**src/hdl/assert_macros.svh**
```systemverilog
// assertion macros shared by the sequencer modules
// no dependencies
`ifndef ASSERT_MACROS_SVH
`define ASSERT_MACROS_SVH

// clocked check, switched off while reset is high
`define ASSERT_CLK_RST(label, clk, rst, prop, msg) \
   label: assert property (@(posedge clk) disable iff (rst) prop) else $error(msg);

// clocked check with no reset qualifier
`define ASSERT_CLK(label, clk, prop, msg) \
   label: assert property (@(posedge clk) prop) else $error(msg);

`endif

```
**src/hdl/idsq_pkg.sv**
```systemverilog
// shared types and constants for the i2c display transfer sequencer
// no dependencies
`timescale 1ns / 1ps

package idsq_pkg;

   localparam int QUEUE_DEPTH_DEF = 32;

   localparam logic [7:0] CTRL_CMD   = 8'h80;
   localparam logic [7:0] CTRL_DATA  = 8'h40;
   localparam logic [7:0] ADDR_RESET = 8'h78;

   localparam logic [1:0] XT_STD    = 2'd0;
   localparam logic [1:0] XT_REPEAT = 2'd2;

   typedef enum logic [1:0] {
      ACT_NONE  = 2'd0,
      ACT_START = 2'd1,
      ACT_SEND  = 2'd2,
      ACT_STOP  = 2'd3
   } act_type;

   typedef struct packed {
      logic [1:0]  xfer_type;
      logic [15:0] cmd_count;
      logic [15:0] data_count;
      logic [15:0] buffer_addr;
   } desc_type;

   typedef struct packed {
      logic        op;
      desc_type    desc;
      logic        ack_missing;
      logic        collision;
   } req_type;

   typedef struct packed {
      logic        enq_full;
      logic        kick;
      act_type     bus_action;
      logic        byte_from_memory;
      logic [7:0]  byte_value;
      logic [15:0] byte_addr;
      logic        free_valid;
      logic [15:0] free_addr;
   } rsp_type;

endpackage

```
**src/hdl/idsq_ring.sv**
```systemverilog
// descriptor ring storage: one write port, one registered read port
// forwards a write that lands on the address read in the same cycle; uses idsq_pkg
`timescale 1ns / 1ps
`include "assert_macros.svh"

module idsq_ring
   import idsq_pkg::*;
#(
   parameter int QUEUE_DEPTH = QUEUE_DEPTH_DEF,
   localparam int IW = $clog2(QUEUE_DEPTH)
) (
   input  logic          clock,
   input  logic          wr_en,
   input  logic [IW-1:0] wr_addr,
   input  desc_type      wr_data,
   input  logic [IW-1:0] rd_addr,
   output desc_type      rd_data
);

   desc_type ring_mem_ff [QUEUE_DEPTH];
   desc_type mem_q_ff;
   desc_type byp_ff;
   logic     fwd_ff;

   always_ff @(posedge clock) begin
      if (wr_en) begin
         ring_mem_ff[wr_addr] <= wr_data;
      end
      mem_q_ff <= ring_mem_ff[rd_addr];
   end

   // same-address write and read: hand the new entry over
   always_ff @(posedge clock) begin
      fwd_ff <= wr_en && (wr_addr == rd_addr);
      byp_ff <= wr_data;
   end

   assign rd_data = fwd_ff ? byp_ff : mem_q_ff;

   `ASSERT_CLK(a_ring_fwd, clock, wr_en && (wr_addr == rd_addr) |=> rd_data == $past(wr_data), "ring read missed a same-cycle write")

endmodule

```
**src/hdl/idsq_ctrl.sv**
```systemverilog
// sequencer control: ring pointers, transfer state and result decode
// drives the ring memory ports; uses idsq_pkg
`timescale 1ns / 1ps
`include "assert_macros.svh"

module idsq_ctrl
   import idsq_pkg::*;
#(
   parameter int QUEUE_DEPTH = QUEUE_DEPTH_DEF,
   localparam int IW = $clog2(QUEUE_DEPTH)
) (
   input  logic          clock,
   input  logic          reset,
   input  logic          req_fire,
   input  req_type       req,
   input  logic          csr_we,
   input  logic [7:0]    csr_wdata,
   output logic          wr_en,
   output logic [IW-1:0] wr_addr,
   output desc_type      wr_data,
   output logic [IW-1:0] rd_addr,
   input  desc_type      head_desc,
   output rsp_type       result
);

   localparam logic [IW-1:0] LAST = IW'(QUEUE_DEPTH - 1);

   typedef enum logic [2:0] {
      ST_IDLE, ST_SENDADDR, ST_COMMAND, ST_STARTDATA, ST_DATA, ST_STOP
   } seq_state_type;

   typedef enum logic [1:0] {
      RS_EMPTY, RS_ACTIVE, RS_FULL
   } ring_status_type;

   seq_state_type   seq_state_ff, seq_state_in, st;
   ring_status_type status_ff, status_in;
   logic            control_next_ff, control_next_in;
   logic [IW-1:0]   head_ff, head_in, tail_ff, tail_in, head_next, tail_next;
   logic [1:0]      cur_type_ff, cur_type_in;
   logic [15:0]     cmd_left_ff, cmd_left_in, data_left_ff, data_left_in;
   logic [15:0]     read_ptr_ff, read_ptr_in, cur_base_ff, cur_base_in;
   logic [15:0]     cmd_dec, data_dec;
   logic [7:0]      i2c_addr_ff;

   function automatic rsp_type stop_rsp(input logic [1:0] t, input logic [15:0] base);
      rsp_type r;
      r            = '0;
      r.bus_action = ACT_STOP;
      if (t == XT_STD) begin
         r.free_valid = 1'b1;
         r.free_addr  = base;
      end
      return r;
   endfunction

   assign head_next = (head_ff == LAST) ? '0 : head_ff + 1'b1;
   assign tail_next = (tail_ff == LAST) ? '0 : tail_ff + 1'b1;
   assign cmd_dec   = cmd_left_ff - 16'd1;
   assign data_dec  = data_left_ff - 16'd1;

   assign wr_addr = tail_ff;
   assign wr_data = req.desc;
   // keep the read port one step ahead so the head entry is ready next cycle
   assign rd_addr = head_in;

   always_comb begin
      seq_state_in    = seq_state_ff;
      status_in       = status_ff;
      control_next_in = control_next_ff;
      head_in         = head_ff;
      tail_in         = tail_ff;
      cur_type_in     = cur_type_ff;
      cmd_left_in     = cmd_left_ff;
      data_left_in    = data_left_ff;
      read_ptr_in     = read_ptr_ff;
      cur_base_in     = cur_base_ff;
      result          = '0;
      wr_en           = 1'b0;
      st              = req.collision ? ST_IDLE : seq_state_ff;
      if (req_fire && !req.op) begin
         if (status_ff == RS_FULL) begin
            result.enq_full = 1'b1;
            if (req.desc.xfer_type == XT_STD) begin
               result.free_valid = 1'b1;
               result.free_addr  = req.desc.buffer_addr;
            end
         end else begin
            wr_en     = 1'b1;
            tail_in   = tail_next;
            status_in = (tail_next == head_ff) ? RS_FULL : RS_ACTIVE;
            result.kick = (seq_state_ff == ST_IDLE);
         end
      end else if (req_fire) begin
         seq_state_in = st;
         case (st)
            ST_IDLE: begin
               if (status_ff != RS_EMPTY) begin
                  cur_type_in  = head_desc.xfer_type;
                  cmd_left_in  = head_desc.cmd_count;
                  data_left_in = head_desc.data_count;
                  cur_base_in  = head_desc.buffer_addr;
                  read_ptr_in  = head_desc.buffer_addr;
                  head_in      = head_next;
                  status_in    = (head_next == tail_ff) ? RS_EMPTY : RS_ACTIVE;
                  seq_state_in = ST_SENDADDR;
                  result.bus_action = ACT_START;
               end
            end
            ST_SENDADDR: begin
               result.bus_action = ACT_SEND;
               result.byte_value = i2c_addr_ff;
               control_next_in   = 1'b1;
               if (cmd_left_ff != '0) begin
                  seq_state_in = ST_COMMAND;
               end else if (data_left_ff != '0) begin
                  seq_state_in = ST_STARTDATA;
               end else begin
                  seq_state_in = ST_STOP;
               end
            end
            ST_COMMAND: begin
               if (req.ack_missing) begin
                  result       = stop_rsp(cur_type_ff, cur_base_ff);
                  seq_state_in = ST_IDLE;
               end else if (control_next_ff) begin
                  result.bus_action = ACT_SEND;
                  result.byte_value = CTRL_CMD;
                  control_next_in   = 1'b0;
               end else begin
                  control_next_in         = 1'b1;
                  result.bus_action       = ACT_SEND;
                  result.byte_from_memory = 1'b1;
                  result.byte_addr        = read_ptr_ff;
                  read_ptr_in             = read_ptr_ff + 16'd1;
                  cmd_left_in             = cmd_dec;
                  if (cmd_dec == '0) begin
                     seq_state_in = (data_left_ff == '0) ? ST_STOP : ST_STARTDATA;
                  end
               end
            end
            ST_STARTDATA: begin
               if (req.ack_missing) begin
                  result       = stop_rsp(cur_type_ff, cur_base_ff);
                  seq_state_in = ST_IDLE;
               end else begin
                  result.bus_action = ACT_SEND;
                  result.byte_value = CTRL_DATA;
                  seq_state_in      = ST_DATA;
               end
            end
            ST_DATA: begin
               if (req.ack_missing) begin
                  result       = stop_rsp(cur_type_ff, cur_base_ff);
                  seq_state_in = ST_IDLE;
               end else begin
                  result.bus_action       = ACT_SEND;
                  result.byte_from_memory = 1'b1;
                  result.byte_addr        = read_ptr_ff;
                  // repeat type resends the same byte
                  if (cur_type_ff != XT_REPEAT) begin
                     read_ptr_in = read_ptr_ff + 16'd1;
                  end
                  data_left_in = data_dec;
                  if (data_dec == '0) begin
                     seq_state_in = ST_STOP;
                  end
               end
            end
            ST_STOP: begin
               result       = stop_rsp(cur_type_ff, cur_base_ff);
               seq_state_in = ST_IDLE;
            end
            default: begin
               seq_state_in = ST_IDLE;
            end
         endcase
      end
   end

   always_ff @(posedge clock) begin
      if (reset) begin
         seq_state_ff    <= ST_IDLE;
         status_ff       <= RS_EMPTY;
         control_next_ff <= 1'b1;
         head_ff         <= '0;
         tail_ff         <= '0;
         cur_type_ff     <= '0;
         cmd_left_ff     <= '0;
         data_left_ff    <= '0;
         read_ptr_ff     <= '0;
         cur_base_ff     <= '0;
         i2c_addr_ff     <= ADDR_RESET;
      end else begin
         seq_state_ff    <= seq_state_in;
         status_ff       <= status_in;
         control_next_ff <= control_next_in;
         head_ff         <= head_in;
         tail_ff         <= tail_in;
         cur_type_ff     <= cur_type_in;
         cmd_left_ff     <= cmd_left_in;
         data_left_ff    <= data_left_in;
         read_ptr_ff     <= read_ptr_in;
         cur_base_ff     <= cur_base_in;
         if (csr_we) begin
            i2c_addr_ff <= csr_wdata;
         end
      end
   end

   `ASSERT_CLK_RST(a_full_ptrs, clock, reset, status_ff == RS_FULL |-> tail_ff == head_ff, "ring full but pointers differ")
   `ASSERT_CLK_RST(a_empty_ptrs, clock, reset, status_ff == RS_EMPTY |-> tail_ff == head_ff, "ring empty but pointers differ")
   `ASSERT_CLK_RST(a_no_start_empty, clock, reset, status_ff == RS_EMPTY |-> result.bus_action != ACT_START, "start issued from an empty ring")

endmodule

```
**src/hdl/i2c_display_transfer_sequencer.sv**
```systemverilog
// top level of the i2c display transfer sequencer: ports, handshake, result register
// instantiates idsq_ring and idsq_ctrl; uses idsq_pkg
//
//   channel | ports | moves
//   request | req_* | enqueue of a descriptor, or a bus-ready event
//   result  | rsp_* | one result per request
//   config  | csr_* | write of the i2c address byte
//
// one request per cycle while req_ready is high; its result appears in the result register the next cycle
// the head descriptor is prefetched from the ring memory, so a start does not wait on a memory read
// req_ready falls only during reset or while a result is held and rsp_ready is low
// reset is synchronous; the ring contents stay undefined until written, no clearing pass
`timescale 1ns / 1ps
`include "assert_macros.svh"

module i2c_display_transfer_sequencer
   import idsq_pkg::*;
#(
   parameter int QUEUE_DEPTH = QUEUE_DEPTH_DEF
) (
   input  logic        clock,
   input  logic        reset,
   input  logic        req_valid,
   output logic        req_ready,
   input  logic        req_op,
   input  logic [1:0]  req_xfer_type,
   input  logic [15:0] req_cmd_count,
   input  logic [15:0] req_data_count,
   input  logic [15:0] req_buffer_addr,
   input  logic        req_ack_missing,
   input  logic        req_collision,
   output logic        rsp_valid,
   input  logic        rsp_ready,
   output logic        rsp_enq_full,
   output logic        rsp_kick,
   output logic [1:0]  rsp_bus_action,
   output logic        rsp_byte_from_memory,
   output logic [7:0]  rsp_byte_value,
   output logic [15:0] rsp_byte_addr,
   output logic        rsp_free_valid,
   output logic [15:0] rsp_free_addr,
   input  logic        csr_valid,
   output logic        csr_ready,
   input  logic [7:0]  csr_wdata
);

   localparam int IW = $clog2(QUEUE_DEPTH);

   req_type       req;
   rsp_type       result;
   rsp_type       rsp_ff;
   logic          rsp_valid_ff;
   logic          req_fire;
   logic          wr_en;
   logic [IW-1:0] wr_addr, rd_addr;
   desc_type      wr_data, head_desc;

   assign req_ready = !reset && (!rsp_valid_ff || rsp_ready);
   assign req_fire  = req_valid && req_ready;
   assign csr_ready = !reset;

   assign req.op               = req_op;
   assign req.desc.xfer_type   = req_xfer_type;
   assign req.desc.cmd_count   = req_cmd_count;
   assign req.desc.data_count  = req_data_count;
   assign req.desc.buffer_addr = req_buffer_addr;
   assign req.ack_missing      = req_ack_missing;
   assign req.collision        = req_collision;

   idsq_ring #(
      .QUEUE_DEPTH (QUEUE_DEPTH)
   ) u_ring (
      .clock   (clock),
      .wr_en   (wr_en),
      .wr_addr (wr_addr),
      .wr_data (wr_data),
      .rd_addr (rd_addr),
      .rd_data (head_desc)
   );

   idsq_ctrl #(
      .QUEUE_DEPTH (QUEUE_DEPTH)
   ) u_ctrl (
      .clock     (clock),
      .reset     (reset),
      .req_fire  (req_fire),
      .req       (req),
      .csr_we    (csr_valid && csr_ready),
      .csr_wdata (csr_wdata),
      .wr_en     (wr_en),
      .wr_addr   (wr_addr),
      .wr_data   (wr_data),
      .rd_addr   (rd_addr),
      .head_desc (head_desc),
      .result    (result)
   );

   always_ff @(posedge clock) begin
      if (reset) begin
         rsp_valid_ff <= 1'b0;
      end else if (req_fire) begin
         rsp_valid_ff <= 1'b1;
      end else if (rsp_ready) begin
         rsp_valid_ff <= 1'b0;
      end
   end

   always_ff @(posedge clock) begin
      if (req_fire) begin
         rsp_ff <= result;
      end
   end

   assign rsp_valid            = rsp_valid_ff;
   assign rsp_enq_full         = rsp_ff.enq_full;
   assign rsp_kick             = rsp_ff.kick;
   assign rsp_bus_action       = rsp_ff.bus_action;
   assign rsp_byte_from_memory = rsp_ff.byte_from_memory;
   assign rsp_byte_value       = rsp_ff.byte_value;
   assign rsp_byte_addr        = rsp_ff.byte_addr;
   assign rsp_free_valid       = rsp_ff.free_valid;
   assign rsp_free_addr        = rsp_ff.free_addr;

   `ASSERT_CLK_RST(a_req_gives_rsp, clock, reset, req_fire |=> rsp_valid, "accepted request left no result")

endmodule
```
**config.mk**
```make
export PLATFORM = sky130hd
export DESIGN_NAME = i2c_display_transfer_sequencer
export DESIGN_NICKNAME = d
export VERILOG_FILES = /design/src/hdl/idsq_pkg.sv /design/src/hdl/idsq_ring.sv /design/src/hdl/idsq_ctrl.sv /design/src/hdl/i2c_display_transfer_sequencer.sv
export VERILOG_INCLUDE_DIRS = /design/src /design/src/hdl
export SDC_FILE = /design/constraint.sdc
export NUM_CORES = 2
export LEC_CHECK = 0
export BUFFER_PORTS_ARGS = -buffer_cell sky130_fd_sc_hd__buf_2
export CAP_MARGIN = 20
export CELL_PAD_IN_SITES_DETAIL_PLACEMENT = 2
export CELL_PAD_IN_SITES_GLOBAL_PLACEMENT = 2
export CORE_AREA = 2 2 404 406
export CTS_BUF_LIST = sky130_fd_sc_hd__clkbuf_16
export DETAILED_ROUTE_END_ITERATION = 6
export DIE_AREA = 0 0 406 408
export PLACE_DENSITY_LB_ADDON = 0.15
export RECOVER_POWER = 100
export SLEW_MARGIN = 25
export SYNTH_ARGS = -nofsm -noshare
export SYNTH_HDL_FRONTEND = slang
export SYNTH_SLANG_ARGS = --single-unit
```
**constraint.sdc**
```tcl
create_clock -name clock -period 4.8 [get_ports clock]
set_input_delay 0 -clock clock [delete_from_list [all_inputs] [get_ports clock]]
set_output_delay 0 -clock clock [all_outputs]
set_load 0.03 [all_outputs]
```
# Word level (Yosys, flattened, before mapping)
# Memories as Yosys holds them, arrays and structs flattened. A register that Yosys moved wholly into a read port is not among the register bits.
# Cells that the tools add are included.
[op_classes]
add_sub_neg = 5
n_eq_ne = 18
mux = 67
bitwise = 2
n_reduce_logical = 36
[op_table]
columns = ["cell", "n"]
rows = [
  ["$mux W16", 12],
  ["$pmux W33 S4", 1],
  ["$mux W17", 6],
  ["$pmux W16 S2", 2],
  ["$mux W50", 1],
  ["$logic_not A16 Y1", 3],
  ["$pmux W16 S3", 1],
  ["$mux W3", 11],
  ["$reduce_bool A16 Y1", 2],
  ["$sub A16 B1 Y16 const B", 2],
  ["$mux W5", 6],
  ["$mux W26", 1],
  ["$pmux W8 S3", 1],
  ["$add A16 B1 Y16 const B", 1],
  ["$reduce_bool A2 Y1", 8],
  ["$eq A5 B5 Y1", 3],
  ["$pmux W3 S5", 1],
  ["$mux W2", 7],
  ["$mux W1", 12],
  ["$pmux W2 S6", 1],
  ["$reduce_and A4 Y1", 3],
  ["$add A5 B1 Y5 const B", 2],
  ["$eq A5 B5 Y1 const B", 2],
  ["$ne A2 B2 Y1 const B", 5],
  ["20 further kinds", 34],
]
[word_totals]
regBits = 188
ramBits = 1600
in_bits = 66
out_inout_bits = 49
wordCells = 154
memories = 1
[mem_list]
columns = ["name", "depth", "word_bits", "read_ports", "rd_ports_with_merged_regs", "write_ports", "line_no", "rtl"]
rows = [
  ["u_ring.ring_mem_ff", 32, 50, 1, 1, 1, "idsq_ring.sv:20", "desc_type ring_mem_ff [QUEUE_DEPTH];"],
]

# Logic depth before layout (Yosys ltp)
[logic_depth]
ltp_word = 8
ltp_mapped = 13

# Cells and area by module
# A second synthesis with hierarchy kept.
[unflattened]
hier_cells = 4519
hier_area_um2 = 72390.7
[by_module_without_submodules]
columns = ["mod", "instances", "cells_each", "area_per_inst_um2"]
rows = [
  ["idsq_ring", 1, 3621, 64774.6],
  ["idsq_ctrl", 1, 845, 6167.2],
  ["i2c_display_transfer_sequencer", 1, 53, 1448.9],
]

# Least setup slack after synthesis
# Ideal clock, no wire load.
[synth_timing]
path_kind = "reg2reg"
from = "register rsp_valid_ff (netlist: rsp_valid)"
to = "memory u_ring.ring_mem_ff[31][0] (netlist bit) (enable)"
setup_ns = 0.458
t_arrival_ns = 3.760
setup_slack_ns = 0.582
stages_incl_launch_ff = 8
path_cell_list = "dfxtp_1 -> nand2b_1 -> nand2_1 -> nor2_1 -> and2_1 -> clkbuf_1 -> nand2_1 -> nor2_1"
[synth_between]
elab_chain_cells = 8
[synth_rtl]
columns = ["item", "line_no", "rtl"]
rows = [
  ["start: declaration", "i2c_display_transfer_sequencer.sv:52", "logic rsp_valid_ff;"],
  ["start signal: assignment", "i2c_display_transfer_sequencer.sv:100", "rsp_valid_ff <= 1'b0;"],
  ["start signal: assignment", "i2c_display_transfer_sequencer.sv:102", "rsp_valid_ff <= 1'b1;"],
  ["start signal: assignment", "i2c_display_transfer_sequencer.sv:104", "rsp_valid_ff <= 1'b0;"],
  ["$logic_not A1 Y1", "i2c_display_transfer_sequencer.sv:58", "assign req_ready = !reset && (!rsp_valid_ff || rsp_ready);"],
  ["$logic_or A1 B1 Y1", "i2c_display_transfer_sequencer.sv:58", ""],
  ["$logic_and A1 B1 Y1", "i2c_display_transfer_sequencer.sv:58", ""],
  ["$logic_and A1 B1 Y1", "i2c_display_transfer_sequencer.sv:59", "assign req_fire = req_valid && req_ready;"],
  ["$logic_and A1 B1 Y1", "idsq_ctrl.sv:81", "if (req_fire && !req.op) begin"],
  ["$mux W1", "idsq_ctrl.sv:81", ""],
  ["$mux W1", "idsq_ring.sv:26", "if (wr_en) begin"],
  ["$mux W1 (not written as such)", "idsq_ring.sv:27", "ring_mem_ff[wr_addr] <= wr_data;"],
  ["end: declaration", "idsq_ring.sv:20", ""],
]
# No other way between the ends.

# Final worst setup path
[layout_timing]
from = "register rsp_valid_ff (netlist: rsp_valid)"
to = "memory u_ring.ring_mem_ff[13][20] (netlist bit) (enable)"
# Same word-level chain as after synthesis.

==> results.txt <==
- Number of distinct library cells after synthesis: 69
- In this run the clock root is driven by a sky130_fd_sc_hd__clkbuf_16.
- Post-route antenna net violation count: 0
* Horizontal die dimension: 406 µm
- Met1 WL: 109 mm
- Clock transition at path regs: 0.06 ns
- Largest area contributor in the synthesized netlist: sky130_fd_sc_hd__edfxtp_1
* Pin count of the biggest net entering global routing: 132
- Total net switching power: 0.00754 W
- Of the available clock period, the critical path in the final layout requires 91.8%.
* Mean instance size in the synthesized netlist: 13.7 µm²
- Per report_power, the combinational group accounts for 2.6% of the total.
* Slowest Stage Delay on Critical Path: 1.36 ns
* Family with the most delay on the worst path: buffers and inverters
* Worst slack at placement: 0.920 ns
- The checks that failed: max-capacitance violations, max-slew violations.
* Placeable core region: 162,000 µm²
* Seq/Total Area, Yosys: 73.9%
* Top-area cell type share of the netlist area: 68.6%
- Signal routing reaches up to met5.
* Final HPWL DP: 140 mm
* Depth of the critical timing path with buffers and inverters included: 8
* Total I/O pin count: 115
* Area added between synthesis and finish: 14.7%
* List of most frequent post-synthesis cells: sky130_fd_sc_hd__edfxtp_1, sky130_fd_sc_hd__nand2_1, sky130_fd_sc_hd__a211oi_1, sky130_fd_sc_hd__and3_1, sky130_fd_sc_hd__a31oi_1
- Cells with a size suffix above 1 make up 8.83% of the layout.
- Total wirelength of the detailed-routed design: 269 mm
* Number of instances resized during post-cts repair: 0
- CP endpoint kind: register
- For this run, the detailed router's first-pass iteration total came to 5.
* Tightest hold margin: 0.128 ns
- Total power density per cell area: 412 nW/µm²
- The worst hold path belongs to the class input port to register.
* Die Y: 408 µm
* Slew @ Worst Pin: 2.07 ns
* Yosys Warn Count: 0
- Maximum fanout count along the critical path: 36
- The number of nets handed over by synthesis was 5,325.
- Post-synthesis register bit count: 1,838
- Fillers: 15,000
- The via count of the first global-routing pass is 53,500.
- Worst reg-to-reg path cell count: 8
- Initial Util: 44.6%
* Worst Hold Launch: reset
- Clock latency at the later pin of the worst-skew pair: 0.87 ns
- Using the TritonRoute via totals, the vias-per-cell ratio works out to 6.45.
* Worst slew margin: -39.0%
* VDD IR max: 0.398 mV
- R2R setup slack: 0.39 ns
- The worst setup path is launched from a register.
* Worst hold stages: 3
* TritonCTS clock tree: done
* Sequential group share of total power: 51.5%
- Among all stages on the critical path, the largest delay is contributed by sky130_fd_sc_hd__clkbuf_2.
* Total Neg Setup Slack: 0 ns
- Setup repair after global routing left no endpoint under its margin.
- Buffers placed on the I/O ports in this run total 114.
* Setup violation total in the final timing report: 0
- WP data arrival: 4.82 ns
* Most numerous cell on the critical path: sky130_fd_sc_hd__nand2_1
- Status: finished, violations left
- Clock H-tree levels: 4
- Prevailing post-synth register cell: sky130_fd_sc_hd__edfxtp_1
* Internal power: 0.0265 W
- CTS Buffer Depth: 3
- In this run, synthesis inferred 1,646 flip-flops with an integrated enable.
* Aggregate global-route resource usage: 32.2%
- Destination of the worst hold path: u_ctrl.cmd_left_ff[2]$_SDFFE_PP0P_
- Worst setup skew after layout: 0.0442 ns
- Summing over every cut layer, the via total after detailed routing is 50,000.
- Switching power share of the total: 22.1%
- Cells after Synth: 5,247
- After detailed routing, the number of remaining DRC violations is 0.
- The most common cell in the synthesized netlist is sky130_fd_sc_hd__edfxtp_1.
- Cell types with the largest area share after synthesis: sky130_fd_sc_hd__edfxtp_1, sky130_fd_sc_hd__dfxtp_1, sky130_fd_sc_hd__nand2_1
* # clock sinks: 1,838
* Fraction of synthesis flops using an asynchronous set or reset pin: 0%
- Number of antenna violations at the first check in global routing: 9
* Fin. Hold Viols: 0
* Met3 wirelength from detailed routing: 17.6 mm
- The startpoint identified for the worst register-to-register timing path is rsp_valid$_SDFFE_PP0P_.
- Area of the die: 166,000 µm²
* Total count of max-transition violations in the final report: 1,484
- Net count, final: 5,474
* Summed instance area of the synthesized netlist: 72,100 µm²
- The clock network burns 45.9% of the power.
* Std-Cell Rows: 148
- Critical setup path kind: register to register
- After global routing the overflow that remains totals 0.
* Required @ worst endpoint: 5.22 ns
- The critical path goes through nand2b_1 > nand2_1 > nor2_1 > clkbuf_1 > and2_0 > nand2_1 > nor2_4 > clkbuf_2.
- Together, buffers and inverters on the worst path number 2.
- For this run, the top clock speed supported by timing is 227 MHz.
- The finished layout holds 7,745 standard cells, fillers aside.
- In the final routed layout, each cell accounts on average for 34.8 µm.
- Standby leakage power: 27.6 nW
- The first global-routing pass estimated 386 mm of wire.
- CTS buffer count: 195
- Post-layout min period: 4.41 ns
- Detailed routing placed a total of 135 mm of wire on met2.
* Placer Congestion: 0.798
* Cells after DPL: 7,282
- The worst path meets setup with 0.394 ns of slack.
* Endpoint of the most critical register-to-register path: u_ring.ring_mem_ff[13][20]$_DFFE_PP_
- The tool flagged a number of max-cap violations equal to 47.
* Number of DRC markers in iteration 0: 5,440
[layout by cell type, fill, tap and decap left out, drive strengths merged, types with 33 or more instances in the layout]
| master | n |
|---|---|
| dfxtp | 192 |
| edfxtp | 1646 |
| buf | 115 |
| dlygate4sd3 | 92 |
| a211oi | 427 |
| clkbuf | 356 |
| mux2i | 56 |
| nor2 | 139 |
| clkinv | 95 |
| o21ai | 58 |
| a21oi | 54 |
| nor4 | 62 |
| nor3 | 33 |
| inv | 68 |
| a31oi | 403 |
| nand2 | 899 |
| and3 | 410 |
| o22ai | 211 |
[worst max path at each step]
| stage | startpoint | end | slack (ns) |
|---|---|---|---|
| 2_1_floorplan | rsp_valid$_SDFFE_PP0P_ | u_ring.ring_mem_ff[31][0]$_DFFE_PP_ | 0.58 |
| 3_3_place_gp | u_ctrl.seq_state_ff[2]$_SDFFE_PP0P_ | u_ring.mem_q_ff[29]$_DFF_P_ | 1.18 |
| 3_5_place_dp | u_ctrl.head_ff[1]$_SDFF_PP0_ | u_ring.mem_q_ff[39]$_DFF_P_ | 0.92 |
| 4_1_cts | u_ctrl.head_ff[1]$_SDFF_PP0_ | u_ring.mem_q_ff[34]$_DFF_P_ | 0.79 |
| 5_1_grt | rsp_valid$_SDFFE_PP0P_ | u_ring.ring_mem_ff[27][21]$_DFFE_PP_ | 0.30 |
| 6_report | rsp_valid$_SDFFE_PP0P_ | u_ring.ring_mem_ff[13][20]$_DFFE_PP_ | 0.39 |
[final cells by class]
type | count | area (µm²) | area share, %
multi-input combinational | 2976 | 17100 | 20.7
clock inverter | 175 | 1650 | 1.99
clock buffer | 195 | 4880 | 5.90
inverter | 17 | 65.1 | 0.0787
timing repair buffer | 368 | 2980 | 3.61
antenna | 1 | 2.50 | 0.00303
tap | 2175 | 2720 | 3.29
sequential | 1838 | 53300 | 64.4
[what timing repair did]
action                                  4_1_cts  5_1_grt
endpoints found under the hold margin      1739        0
endpoints found under the setup margin        0        0
buffers inserted                              0        0
hold buffers                                 92        0
[flip-flops by register name, indices dropped and copies added, names as in the netlist, 2 cells and up]
signal and flops:
u_ctrl.head_ff 5, u_ctrl.wr_addr 5, rsp_byte_addr 16, rsp_bus_action 2, u_ctrl.cur_type_ff 2, u_ring.ring_mem_ff 1600
rsp_byte_value 8, u_ring.mem_q_ff 50, u_ctrl.i2c_addr_ff 8, rsp_free_addr 16, u_ctrl.seq_state_ff 3, u_ctrl.read_ptr_ff 16
u_ring.byp_ff 50, u_ctrl.data_left_ff 16, u_ctrl.cmd_left_ff 16, u_ctrl.cur_base_ff 16, u_ctrl.status_ff 2
[through the flow]
stage / power [W] / utilization (%) / area [µm²]
after floorplan: 0.0182 / - / 72100
after global placement: 0.0186 / 46.9 / 75900
after detailed placement: 0.0187 / 46.9 / 75900
after CTS: 0.0342 / 51.5 / 83300
after global routing: 0.0348 / 51.2 / 82700
final: 0.0341 / 51.2 / 82700
[metal layers]
metal	track usage, %	up-vias
li1	-	20600
met1	42.4	26600
met2	54.7	2166
met3	4.55	543
met4	10.5	2
met5	0	-
[kinds of logic after synthesis]
kind of cell	count (synthesis)	synth area share, %
AOI/OAI and AO/OA	1224	11.4
muxes	64	0.920
buffers and inverters	433	2.55
and+or+nand+nor	1650	10.7
xor gates and xnor gates	26	0.316
DFF	1838	73.9
adders and majority gates	12	0.208
[tightest hold or removal path, delay by kind of cell]
family	cells	cell delay, ns
and+or+nand+nor	1	0.15
buffers and inverters	2	0.78
[power by group through the flow]
stage / Combinational [W] / Clock [W] / Sequential [W]
6_report: 0.000871 / 0.0156 / 0.0175
5_1_grt: 0.000931 / 0.0164 / 0.0175
2_1_floorplan: 0.000324 / 0 / 0.0179
3_5_place_dp: 0.000794 / 0 / 0.0179
4_1_cts: 0.000879 / 0.0158 / 0.0175
3_3_place_gp: 0.000751 / 0 / 0.0179
Note: power is estimated with default switching activity, not from simulation.
